<file path="src/rtl/b2r_pkg.sv">
`timescale 1ns / 1ps

package b2r_pkg;

    localparam int unsigned VALUE_W  = 12;
    localparam int unsigned SYMBOL_W = 7;
    localparam int unsigned GROUPS   = 13;
    localparam int unsigned GRP_W    = 4;

    // largest value that has a numeral
    localparam logic [VALUE_W-1:0] MAX_ROMAN = 12'd3999;

    // ascii codes
    localparam logic [SYMBOL_W-1:0] SYM_NONE = 7'h00;
    localparam logic [SYMBOL_W-1:0] SYM_I    = 7'h49;
    localparam logic [SYMBOL_W-1:0] SYM_V    = 7'h56;
    localparam logic [SYMBOL_W-1:0] SYM_X    = 7'h58;
    localparam logic [SYMBOL_W-1:0] SYM_L    = 7'h4C;
    localparam logic [SYMBOL_W-1:0] SYM_C    = 7'h43;
    localparam logic [SYMBOL_W-1:0] SYM_D    = 7'h44;
    localparam logic [SYMBOL_W-1:0] SYM_M    = 7'h4D;

    // symbol groups, largest weight first
    localparam logic [VALUE_W-1:0] GRP_WEIGHT [GROUPS] = '{
        12'd1000, 12'd900, 12'd500, 12'd400, 12'd100, 12'd90, 12'd50,
        12'd40, 12'd10, 12'd9, 12'd5, 12'd4, 12'd1
    };

    localparam logic [SYMBOL_W-1:0] GRP_FIRST [GROUPS] = '{
        SYM_M, SYM_C, SYM_D, SYM_C, SYM_C, SYM_X, SYM_L,
        SYM_X, SYM_X, SYM_I, SYM_V, SYM_I, SYM_I
    };

    // SYM_NONE for a single-symbol group
    localparam logic [SYMBOL_W-1:0] GRP_SECOND [GROUPS] = '{
        SYM_NONE, SYM_M, SYM_NONE, SYM_D, SYM_NONE, SYM_C, SYM_NONE,
        SYM_L, SYM_NONE, SYM_X, SYM_NONE, SYM_V, SYM_NONE
    };

    typedef enum logic {
        ST_IDLE,
        ST_RUN
    } t_b2r_state;

    // controller to datapath
    typedef struct packed {
        logic load;
        logic step;
    } t_b2r_cmd;

    // datapath to controller
    typedef struct packed {
        logic slot_free;
        logic beat_last;
    } t_b2r_stat;

    // index of the largest group weight not above the remainder
    function automatic logic [GRP_W-1:0] pick_group(input logic [VALUE_W-1:0] rest);
        logic [GRP_W-1:0] idx;
        idx = GRP_W'(GROUPS - 1);
        for (int k = GROUPS - 1; k >= 0; k--) begin
            if (rest >= GRP_WEIGHT[k]) begin
                idx = GRP_W'(k);
            end
        end
        return idx;
    endfunction

endpackage

</file>
<file path="src/rtl/b2r_ctrl.sv">
`timescale 1ns / 1ps

module b2r_ctrl
    import b2r_pkg::*;
(
    input  logic      i_clk,
    input  logic      i_rst_n,
    input  logic      i_in_valid,
    output logic      o_in_ready,
    input  t_b2r_stat i_stat,
    output t_b2r_cmd  o_cmd
);

    t_b2r_state r_state;
    t_b2r_state n_state;

    // state register
    always_ff @(posedge i_clk) begin
        if (!i_rst_n) begin
            r_state <= ST_IDLE;
        end else begin
            r_state <= n_state;
        end
    end

    // next state
    always_comb begin
        n_state = r_state;
        case (r_state)
            ST_IDLE: begin
                if (i_in_valid) begin
                    n_state = ST_RUN;
                end
            end
            ST_RUN: begin
                if (i_stat.slot_free && i_stat.beat_last) begin
                    n_state = ST_IDLE;
                end
            end
            default: n_state = ST_IDLE;
        endcase
    end

    // outputs
    always_comb begin
        o_in_ready = 1'b0;
        o_cmd      = '0;
        case (r_state)
            ST_IDLE: begin
                o_in_ready = 1'b1;
                o_cmd.load = i_in_valid;
            end
            ST_RUN: begin
                o_cmd.step = i_stat.slot_free;
            end
            default: begin
                o_in_ready = 1'b0;
            end
        endcase
    end

endmodule

</file>
<file path="src/rtl/b2r_datapath.sv">
`timescale 1ns / 1ps

module b2r_datapath
    import b2r_pkg::*;
(
    input  logic                i_clk,
    input  logic                i_rst_n,
    input  t_b2r_cmd            i_cmd,
    output t_b2r_stat           o_stat,
    input  logic [VALUE_W-1:0]  i_value,
    output logic                o_valid,
    input  logic                i_ready,
    output logic [SYMBOL_W-1:0] o_symbol,
    output logic                o_last,
    output logic                o_error
);

    logic [VALUE_W-1:0]  r_rest;
    logic [VALUE_W-1:0]  n_rest;
    logic                r_err;
    logic                r_pend;
    logic                n_pend;
    logic [SYMBOL_W-1:0] r_second;
    logic                r_o_valid;
    logic [SYMBOL_W-1:0] r_o_sym;
    logic [SYMBOL_W-1:0] n_o_sym;
    logic                r_o_last;
    logic                r_o_err;

    logic [GRP_W-1:0]    w_grp;
    logic [VALUE_W-1:0]  w_sub;
    logic                w_has_second;
    logic                w_last;

    // greedy group choice and remainder
    assign w_grp        = pick_group(r_rest);
    assign w_sub        = r_rest - GRP_WEIGHT[w_grp];
    assign w_has_second = (GRP_SECOND[w_grp] != SYM_NONE);

    // symbol of the next beat and whether it closes the numeral
    always_comb begin
        n_rest  = r_rest;
        n_pend  = 1'b0;
        n_o_sym = SYM_NONE;
        w_last  = 1'b1;
        if (r_err) begin
            w_last = 1'b1;
        end else if (r_pend) begin
            n_o_sym = r_second;
            w_last  = (r_rest == '0);
        end else begin
            n_o_sym = GRP_FIRST[w_grp];
            n_rest  = w_sub;
            n_pend  = w_has_second;
            w_last  = !w_has_second && (w_sub == '0);
        end
    end

    assign o_stat.slot_free = !r_o_valid || i_ready;
    assign o_stat.beat_last = w_last;

    // working registers
    always_ff @(posedge i_clk) begin
        if (i_cmd.load) begin
            r_rest <= i_value;
            r_err  <= (i_value == '0) || (i_value > MAX_ROMAN);
        end else if (i_cmd.step) begin
            r_rest   <= n_rest;
            r_second <= GRP_SECOND[w_grp];
        end
    end

    always_ff @(posedge i_clk) begin
        if (!i_rst_n) begin
            r_pend <= 1'b0;
        end else if (i_cmd.load) begin
            r_pend <= 1'b0;
        end else if (i_cmd.step) begin
            r_pend <= n_pend;
        end
    end

    // output beat register
    always_ff @(posedge i_clk) begin
        if (!i_rst_n) begin
            r_o_valid <= 1'b0;
        end else if (i_cmd.step) begin
            r_o_valid <= 1'b1;
        end else if (i_ready) begin
            r_o_valid <= 1'b0;
        end
    end

    always_ff @(posedge i_clk) begin
        if (i_cmd.step) begin
            r_o_sym  <= n_o_sym;
            r_o_last <= w_last;
            r_o_err  <= r_err;
        end
    end

    assign o_valid  = r_o_valid;
    assign o_symbol = r_o_sym;
    assign o_last   = r_o_last;
    assign o_error  = r_o_err;

endmodule

</file>
<file path="src/rtl/binary_to_roman_numeral.sv">
`timescale 1ns / 1ps

// Binary to Roman numeral converter. Each input beat carries a 12-bit value;
// the block answers with its Roman numeral as ASCII characters, most
// significant first, one character per output beat, tlast on the final one.
// Subtractive pairs (IV, IX, XL, XC, CD, CM) are used. A value of zero or
// above 3999 gives one beat with symbol 0, tlast set and tuser (error) set.
// Timing: the value is loaded into a working register, then the block gives
// one character per cycle while the sink is ready. The longest numeral is
// 3888 = MMMDCCCLXXXVIII. The character rate is set by the single output
// register; a new value is taken once the last character is in that register.

module binary_to_roman_numeral
    import b2r_pkg::*;
(
    input  logic       i_clk,
    input  logic       i_rst_n,
    input  logic       i_s_tvalid,
    output logic       o_s_tready,
    input  logic [15:0] i_s_tdata,   // [11:0] value, [15:12] zero
    output logic       o_m_tvalid,
    input  logic       i_m_tready,
    output logic [7:0] o_m_tdata,    // [6:0] symbol, [7] zero
    output logic       o_m_tlast,
    output logic       o_m_tuser     // [0] error
);

    t_b2r_cmd            w_cmd;
    t_b2r_stat           w_stat;
    logic [SYMBOL_W-1:0] w_symbol;

    b2r_ctrl u_ctrl (
        .i_clk      (i_clk),
        .i_rst_n    (i_rst_n),
        .i_in_valid (i_s_tvalid),
        .o_in_ready (o_s_tready),
        .i_stat     (w_stat),
        .o_cmd      (w_cmd)
    );

    b2r_datapath u_datapath (
        .i_clk    (i_clk),
        .i_rst_n  (i_rst_n),
        .i_cmd    (w_cmd),
        .o_stat   (w_stat),
        .i_value  (i_s_tdata[VALUE_W-1:0]),
        .o_valid  (o_m_tvalid),
        .i_ready  (i_m_tready),
        .o_symbol (w_symbol),
        .o_last   (o_m_tlast),
        .o_error  (o_m_tuser)
    );

    assign o_m_tdata = {1'b0, w_symbol};

endmodule

</file>
<file path="config.mk">
export PLATFORM = sky130hd
export DESIGN_NAME = binary_to_roman_numeral
export DESIGN_NICKNAME = d
export VERILOG_FILES = /design/src/rtl/b2r_pkg.sv /design/src/rtl/b2r_ctrl.sv /design/src/rtl/b2r_datapath.sv /design/src/rtl/binary_to_roman_numeral.sv
export SDC_FILE = /design/constraint.sdc
export NUM_CORES = 1
export LEC_CHECK = 0
export CAP_MARGIN = 20
export CORE_UTILIZATION = 45
export DETAILED_ROUTE_END_ITERATION = 8
export DONT_BUFFER_PORTS = 1
export GPL_ROUTABILITY_DRIVEN = 0
export HOLD_SLACK_MARGIN = 0.03
export SYNTH_ARGS = -nofsm -noshare
export SYNTH_HDL_FRONTEND = slang
export SYNTH_SLANG_ARGS = --single-unit
export TNS_END_PERCENT = 10
</file>
<file path="constraint.sdc">
create_clock -name i_clk -period 11.7 [get_ports i_clk]
set_clock_uncertainty 0.1 [all_clocks]
set_input_delay 0.585 -clock i_clk [delete_from_list [all_inputs] [get_ports i_clk]]
set_output_delay 0.585 -clock i_clk [all_outputs]
set_load 0.03 [all_outputs]
</file>
==> results.md, run 1 <==
- The run finished with clean final reports.
- The final hold violation count is 0.
- The via count of the first global-routing pass is 1873.
- The die height is between 70 and 80 µm.
- Max-cap violations in this run came to 0.
- The average instance area after synthesis is roughly 9 µm².
- Summed over all layers, the routed wires come to approximately 5200 µm.
- Global routing used 28.15% of the available met1 tracks.
- In the global route stage, met3 resource usage came out at ~5.3%.
- The maximum vdd ir drop is around 0.15 mV.
- In the global route stage, overall resource usage came out at around a fifth.
- Yosys printed 0 warnings.
- Sequential cells were found to cover between 30% and 40% of the synthesized design area.
- The routed via count is 2006.
- Synthesis handed over a netlist of approximately 280 instances.
- Setup repair after global routing left no endpoint under its margin.
- After synthesis, the largest family of logic cells by area is compound AO/OA/AOI/OAI gates.
- The number of nets in the final layout is 309.
- The final cell count without fillers is ~340.
- The per-cell routed wire length is ~15 µm.
- The path class of the tightest hold or removal check is input pin to register.
- The number of antenna diodes in the final layout is 0.
- At the pin with the least slew margin, the transition time is 0.7432 ns.
- The largest fanout of any net on the critical path is 10.
- After routing, the total negative slack on setup checks comes to 0 ns.
- The synthesized netlist devotes about a quarter of its cell area to compound gates.
- The total overflow left after global routing is 0.
- The initial antenna violation count is 0.
- Entering global routing, the biggest net connects 18 pins.
- Static timing analysis puts the maximum clock frequency at ~190 MHz.
- The critical path starts at u_datapath.r_rest[10]$_DFFE_PP_.
- The most common cell after layout, fill and taps aside is sky130_fd_sc_hd__nand2_1.
- The minimum setup slack after placement is around 6.5 ns.
- The total power after layout is a little under 0.7 mW.
- For this run, the detailed router's first-pass iteration total came to 4.
- The endpoint of the worst setup timing path is u_datapath.o_last$_DFFE_PP_.
- The final worst-path setup slack is 6.477 ns.
- After clock tree synthesis, the flow added hold-fix buffers numbering 0.
- The via density per instance is around 6.
- At the later pin of the worst-skew pair, clock insertion delay measures 0.29 ns.
- In this run the critical register-to-register path is launched from u_datapath.r_rest[10]$_DFFE_PP_.
- The synthesized netlist devotes under 10% of its cell area to XOR and XNOR gates.
- After clock tree synthesis, the clock-pin slew on the worst setup and hold paths is 0.07 ns.
- The count of cell types in the netlist is 65.
- The endpoint identified for the worst register-to-register timing path is u_datapath.o_last$_DFFE_PP_.
- The worst setup path category is register to register.
- The count of fill cells added during filler insertion is roughly 530.
- The clock passes through at most 2 buffers.
- The floorplan step defined a core boundary enclosing about 5000 µm².
- In this run the cell area measured after placement is 2441 µm².
- The post-route clock period utilization is between 40% and 50%.
- The number of enable-type register cells in the synthesized netlist is 27.
- The share of flip-flops with an asynchronous set or reset after synthesis is 0%.
- The worst register-to-register path has a depth of 17.
- The relative area change from synthesis to final layout is 4.287%.
- The wire-length estimate of the detail-placed layout is 4069 µm.
- In the layout the commonest cells are sky130_fd_sc_hd__nand2_1, sky130_fd_sc_hd__edfxtp_1, sky130_fd_sc_hd__a21oi_1, sky130_fd_sc_hd__nor2_1, sky130_fd_sc_hd__o21ai_0.
- Summing all non-filler instances in the final layout gives an area of 2526 µm².
- Of the total synthesized cell area, the portion taken by AND, OR, NAND and NOR gates is a little over a fifth.
- The adder and majority cell fraction of the synthesized area is 8.574%.
- In the synthesized netlist the dominant register cell turns out to be sky130_fd_sc_hd__edfxtp_1.
- The area taken by flip-flops and latches is ~870 µm².
- The number of H-tree branching levels is 2.
- Clock tree synthesis inserted a total of 5 buffers.
- In this run the cell area of the synthesized design comes to 2422 µm².
- The total of buffers placed on input and output ports is 0.
- The floorplan has 26 rows.
- The number of clock sinks seen by CTS is 30.
- Once the clock tree was built, the setup fixing pass inserted 0 buffers.
- The ratio of cells with drive above 1 in the final layout is under 10%.
- The setup violation total in the final timing report is 0.
- The x dimension of the die is 75.37 µm.
- The die covers 5681 µm².
- After detailed placement, the design holds a cell count of approximately 340.
- The clock tree from TritonCTS is done.
- The cell sitting at the root of the clock tree is a sky130_fd_sc_hd__clkbuf_8.
- The remaining max-slew budget at the tightest pin is between 50% and 60%.
- The slack of the worst reg-to-reg path is between 6 and 7 ns.
- Multiplexer cells account for 2.169% of the synthesized area.
- The number of slew-limit violations in the final report is 0.
- At the worst endpoint, the required time is between 10 and 15 ns.
- In the routed design, unresolved DRC markers number 0.
- After the first detailed-routing iteration, the DRC count stood at ~180.
- The nature of the critical path endpoint is a register.
- The starting density of the core is between 40% and 50%.
- After synthesis the netlist holds a flip-flop and latch count of 30.
- The worst path needs 5.223 ns of the cycle, external delays included.
- The number of nets with antenna violations after detailed routing is 0.
- The static leakage is 0.9570 nW.
- The global-route wire length before repair is around 8800 µm.
- The power density over the cells is approximately 280 nW/µm².
- In this run, post-CTS repair resized a total of 0 instances.
- After global routing, the most crowded layer is met2.
- The worst setup path is launched from a register.
- Data on the critical path arrives at its endpoint at between 5 and 6 ns.
- Summing all multi-input logic gate instances after layout gives between 1000 and 1500 µm².
- 32 I/O pins were placed.
- Global routing used approximately a third of the available met2 tracks.
==> power by group <==
group / internal, mW / switching, mW / leakage (nW)
logic: 0.171 / 0.240 / 0.628
registers: 0.158 / 0.0455 / 0.287
clock network: 0.0406 / 0.0409 / 0.0416
==> worst min path at each step <==
stage                                     endpoint  depth (start not counted)                       start  slack, ns
CTS                 u_datapath.r_pend$_SDFFE_PP0P_                          2                     i_rst_n       0.30
finish              u_datapath.r_pend$_SDFFE_PP0P_                          2                     i_rst_n       0.31
detailed placement       u_ctrl.r_state$_SDFF_PN0_                          2   u_ctrl.r_state$_SDFF_PN0_       0.47
global route        u_datapath.r_pend$_SDFFE_PP0P_                          2                     i_rst_n       0.30
floorplan             u_datapath.o_error$_DFFE_PP_                          0  u_datapath.r_err$_DFFE_PP_       0.33
global placement         u_ctrl.r_state$_SDFF_PN0_                          2   u_ctrl.r_state$_SDFF_PN0_       0.47
==> routing by layer <==
metal	wire, µm	vias up
li1	-	1012
met1	2570	935
met2	2338	52
met3	235	7
met4	75	0
met5	0	-
==> registers in the layout, indices dropped and copies added (netlist names) <==
signal / count
u_ctrl.r_state: 1
u_datapath.o_error: 1
u_datapath.o_last: 1
u_datapath.o_symbol: 6
u_datapath.o_valid: 1
u_datapath.r_err: 1
u_datapath.r_pend: 1
u_datapath.r_rest: 12
u_datapath.r_second: 6
==> through the flow <==
| step | utilization, % | hold WS (ns) |
|---|---|---|
| after floorplan | - | 0.3277 |
| after global routing | 49.15 | 0.3037 |
| final | 49.15 | 0.3070 |
| after global placement | 47.49 | 0.4663 |
| after CTS | 49.15 | 0.2988 |
| after detailed placement | 47.49 | 0.4711 |
==> cell usage after synthesis, types with 2 or more instances <==
master                     count  area, µm²
sky130_fd_sc_hd__nand2_1      35      131.4
sky130_fd_sc_hd__edfxtp_1     27      810.8
sky130_fd_sc_hd__a21oi_1      22      110.1
sky130_fd_sc_hd__nor2_1       21      78.83
sky130_fd_sc_hd__o21ai_0      20      100.1
sky130_fd_sc_hd__inv_1        18      67.56
sky130_fd_sc_hd__ha_1         15      187.7
sky130_fd_sc_hd__nor3_1        8      40.04
sky130_fd_sc_hd__nand3_1       7      35.03
sky130_fd_sc_hd__o21a_1        5      37.54
sky130_fd_sc_hd__a211oi_1      4      30.03
sky130_fd_sc_hd__buf_4         4      30.03
sky130_fd_sc_hd__nor2b_1       4      25.02
sky130_fd_sc_hd__o211ai_1      4      30.03
sky130_fd_sc_hd__o22ai_1       4      25.02
sky130_fd_sc_hd__xnor2_1       4      35.03
sky130_fd_sc_hd__and3_1        3      18.77
sky130_fd_sc_hd__buf_6         3      33.78
sky130_fd_sc_hd__clkbuf_1      3      11.26
sky130_fd_sc_hd__dfxtp_1       3      60.06
sky130_fd_sc_hd__mux2i_1       3      30.03
sky130_fd_sc_hd__nand2b_1      3      18.77
sky130_fd_sc_hd__nor4_1        3      18.77
sky130_fd_sc_hd__or4_1         3      22.52
sky130_fd_sc_hd__a211o_1       2      17.52
sky130_fd_sc_hd__a21boi_0      2      15.01
sky130_fd_sc_hd__and2_1        2      12.51
sky130_fd_sc_hd__mux2_2        2      22.52
sky130_fd_sc_hd__nand4_1       2      12.51
sky130_fd_sc_hd__nor3b_1       2      15.01
sky130_fd_sc_hd__o31ai_1       2      15.01
sky130_fd_sc_hd__xor2_1        2      17.52
==> kinds of logic (layout without fill, tap and decap cells) <==
logic type               count (synthesis)  after routing
AO/OA/AOI/OAI                           84             84
AND/OR/NAND/NOR                        104            104
adder cells (fa/ha/maj)                 16             16
buffers and inverters                   29             27
multiplexers                             5              5
flip-flops                              30             30
other                                    1              2
XOR/XNOR                                 6              6
==> worst max-delay path, stage by stage, from the launching register on <==
cell,delay (ns)
sky130_fd_sc_hd__edfxtp_1,0.49
sky130_fd_sc_hd__nor3_1,0.49
sky130_fd_sc_hd__and2_1,0.25
sky130_fd_sc_hd__and3_1,0.38
sky130_fd_sc_hd__a21oi_1,0.11
sky130_fd_sc_hd__o21ai_0,0.47
sky130_fd_sc_hd__ha_1,0.32
sky130_fd_sc_hd__nand3_1,0.08
sky130_fd_sc_hd__a21oi_1,0.26
sky130_fd_sc_hd__inv_1,0.08
sky130_fd_sc_hd__ha_1,0.27
sky130_fd_sc_hd__nand2b_1,0.07
sky130_fd_sc_hd__a211oi_1,0.62
sky130_fd_sc_hd__o22ai_1,0.17
sky130_fd_sc_hd__xnor2_1,0.28
sky130_fd_sc_hd__a211oi_1,0.09
sky130_fd_sc_hd__and4_2,0.28
sky130_fd_sc_hd__nand2b_1,0.14
==> layout make-up <==
type / count / area share [%]
clock buffer: 5 / 2.724
clock inverter: 3 / 0.6439
inverter: 18 / 2.675
multi-input combinational: 217 / 55.72
sequential: 30 / 34.47
tap: 70 / 3.467
timing repair buffer: 1 / 0.2972
(Power assumes the default switching activity.)
==> run 2, diff against run 1 <==
clock period = 5.3 ns   (was 11.7 ns; I/O delays follow)
==> run 2 against run 1 <==
  * Clock power grew to 3.4 times the previous value
  * Worst setup slack worse by 6.1 ns
  * Global-route usage is 0.60 points higher
==> results.md, run 2 (synthesis results as in run 1) <==
- The run finished with clean final reports.
- The nature of the critical path endpoint is a register.
- The number of clock sinks seen by CTS came to 30 (unchanged).
- The detailed placement HPWL is 4224 µm (+3.8%).
- u_datapath.r_rest holds more flip-flops than any other register.
- The startpoint type of the worst setup path is a register.
- In the layout the commonest cells are sky130_fd_sc_hd__nand2_1, sky130_fd_sc_hd__edfxtp_1, sky130_fd_sc_hd__a21oi_1, sky130_fd_sc_hd__nor2_1, sky130_fd_sc_hd__o21ai_0.
- The register clock-pin slew on the reported worst setup and hold paths was 0.07 ns (about the same).
- The power density over the cells is 638.4 nW/µm² (+130%).
- The routed via count came to 2022 (+0.80%).
- The core footprint is 5140 µm² (unchanged).
- The post-route clock period utilization is 92.07% (+47 points).
- The starting density of the core is 47.13% (unchanged).
- The portion of total power attributed to the clock network is 16.5% (+4.8 points).
- Setup repair after global routing left no endpoint under its margin.
- The end-of-flow core utilization came to 51.29% (+2.1 points).
- TritonCTS built the clock tree.
- The starting DRC count in detailed routing is 89 (-50%).
- The setup violation total in the final timing report is 0 (unchanged).
- The area of placed instances is 2494 µm² (+2.2%).
- The setup total negative slack is 0 ns (unchanged).
- The number of gates given a new drive strength after cts is 0 (unchanged).
- The overall routed net length is 5405 µm (+3.5%).
- The final hold violation count is 0 (unchanged).
- The number of nets with antenna violations after detailed routing is 0 (unchanged).
- The required time of the worst setup path is 5.23 ns (-6.41 ns).
- The data arrival time of the critical path is 4.81 ns (-0.35 ns).
- The number of max-capacitance violations reported is 0 (unchanged).
- The cell depth of the worst hold path is 2 (unchanged).
- The die height is 75.37 µm (unchanged).
- The reported net switching power came to 0.7349 mW (+130%).
- The total of buffers placed on input and output ports is 0 (unchanged).
- The x dimension of the die is 75.37 µm (unchanged).
- The number of cells after detailed placement is 343 (+2.1%).
- The maximum vdd ir drop is 0.4168 mV (+170%).
- The via count of the first global-routing pass is 1889 (+0.85%).
- The timing-limited maximum frequency is 204.9 MHz (+7.0%).
- The switching share of total power is 43.67% (-3.2 points).
- The TritonCTS buffer count is 5 (unchanged).
- The global-route wire length before repair was 9080 µm (+3.5%).
- The ratio of cells with drive above 1 in the final layout was 9.929% (+2.3 points).
- The worst setup path category is register to register.
- The final worst-path setup slack is 0.4205 ns (-6.057 ns).
- The later-pin clock latency in the skew report is 0.28 ns (about the same).
- The relative area change from synthesis to final layout is 8.833%.
- The aggregate global-route resource usage came to 21.61% (+0.60 points).
- The largest fanout of any net on the critical path came to 11 (+1).
- The total grt overflow is 0 (unchanged).
- The minimum clock period after layout is 4.879 ns (-0.3433 ns).
- The count of standard-cell rows is 26 (unchanged).
- The length in cells of the worst reg-to-reg path is 16 (-1).
- The static leakage is 1.020 nW (+6.6%).
- The via density per instance is 5.744 (-1.5%).
- The internal power consumption is 0.9480 mW (+160%).
- The number of nets in the final layout was 317 (+2.6%).
- The I/O pin count is 32 (unchanged).
- The area of the die is 5681 µm² (unchanged).
- The tree is rooted in a sky130_fd_sc_hd__clkbuf_8.
- The number of detailed-routing iterations run before antenna repair is 4 (unchanged).
- The number of flip-flops under the largest register name was 12 (unchanged).
- The per-cell routed wire length is 15.36 µm (+1.2%).
- The minimum setup slack after placement is 0.4510 ns (-6.054 ns).
- The number of diodes added for antenna fixing is 0 (unchanged).
- The final cell count without fillers is 352 (+2.3%).
- The remaining max-slew budget at the tightest pin came to 62.60% (+12 points).
- The number of slew-limit violations in the final report is 0 (unchanged).
- The part of the power in registers was 26.7% (-2.5 points).
- The library cell used most frequently in the layout, excluding fill and tap cells, is sky130_fd_sc_hd__nand2_1.
- The classification of the worst-slack hold path is input pin to register.
- The number of buffers on the longest clock path is 2 (unchanged).
- The share of power burned in combinational logic was 56.9% (-2.2 points).
- The initial antenna violation count came to 0 (unchanged).
- The remaining routing DRC violations was 0 (unchanged).
- The final non-filler cell area is 2636 µm² (+4.4%).
- The actual slew at the worst max-slew pin is 0.5567 ns (-0.1865 ns).
- The largest net degree at the start of global routing is 18 (unchanged).
- The number of H-tree branching levels is 2 (unchanged).
[run 2: repair_timing]
action | in CTS | in global routing
buffers inserted | 0 | 0
hold endpoints to repair | 3 | 0
hold buffers | 1 | 0
[run 2: metrics by stage]
stage / power [mW] / hold slack (ns)
after floorplan: 1.169 / 0.2811
after detailed placement: 1.393 / 0.2865
after CTS: 1.675 / 0.05869
after global routing: 1.828 / 0.05951
after global placement: 1.382 / 0.2874
final: 1.683 / 0.06686
[run 2: worst max-delay path, stage by stage (launching register included)]
cell                       delay (ns)
sky130_fd_sc_hd__edfxtp_1        0.55
sky130_fd_sc_hd__or4b_4          0.57
sky130_fd_sc_hd__a211oi_2        0.28
sky130_fd_sc_hd__o221ai_2        0.18
sky130_fd_sc_hd__a21oi_4         0.29
sky130_fd_sc_hd__inv_1           0.15
sky130_fd_sc_hd__ha_1            0.33
sky130_fd_sc_hd__nand2_1         0.08
sky130_fd_sc_hd__nor2_1          0.05
sky130_fd_sc_hd__a21oi_1         0.15
sky130_fd_sc_hd__ha_1            0.30
sky130_fd_sc_hd__a2111o_1        0.47
sky130_fd_sc_hd__o21a_1          0.19
sky130_fd_sc_hd__o311ai_0        0.41
sky130_fd_sc_hd__a211oi_1        0.09
sky130_fd_sc_hd__and4_2          0.28
sky130_fd_sc_hd__nand2b_1        0.14
[run 2: final cells by class]
type / count / area (µm²)
sequential: 30 / 870.8
tap: 70 / 87.58
timing repair buffer: 9 / 70.07
clock buffer: 5 / 68.82
fill: 511 / 2504
clock inverter: 3 / 63.81
inverter: 18 / 67.56
multi-input combinational: 217 / 1408
[run 2: power by group through the flow]
stage | combinational (mW) | clock, mW | sequential (mW)
2_1_floorplan | 0.759 | 0 | 0.410
3_3_place_gp | 0.932 | 0 | 0.450
3_5_place_dp | 0.943 | 0 | 0.450
4_1_cts | 0.951 | 0.279 | 0.445
5_1_grt | 1.08 | 0.290 | 0.460
6_report | 0.957 | 0.277 | 0.449
[run 2: worst paths after layout]
| kind | start | to | slack [ns] |
|---|---|---|---|
| worst min register to register | u_ctrl.r_state$_SDFF_PN0_ | u_ctrl.r_state$_SDFF_PN0_ | 0.49 |
| worst max-delay path | u_datapath.r_rest[3]$_DFFE_PP_ | u_datapath.o_last$_DFFE_PP_ | 0.42 |
| worst max register to register | u_datapath.r_rest[3]$_DFFE_PP_ | u_datapath.o_last$_DFFE_PP_ | 0.42 |
| worst min-delay path | i_s_tdata[6] | u_datapath.r_rest[6]$_DFFE_PP_ | 0.07 |
[run 2: per-layer routing]
metal	global-route usage (%)	vias to the layer above	wire, µm	part of all wire, %
met2	33.13	48	2436	45
met4	6.790	0	84	1.6
li1	-	1034	-	-
met1	30.81	930	2693	50
met3	4.233	10	191	3.5
met5	0	-	0	0
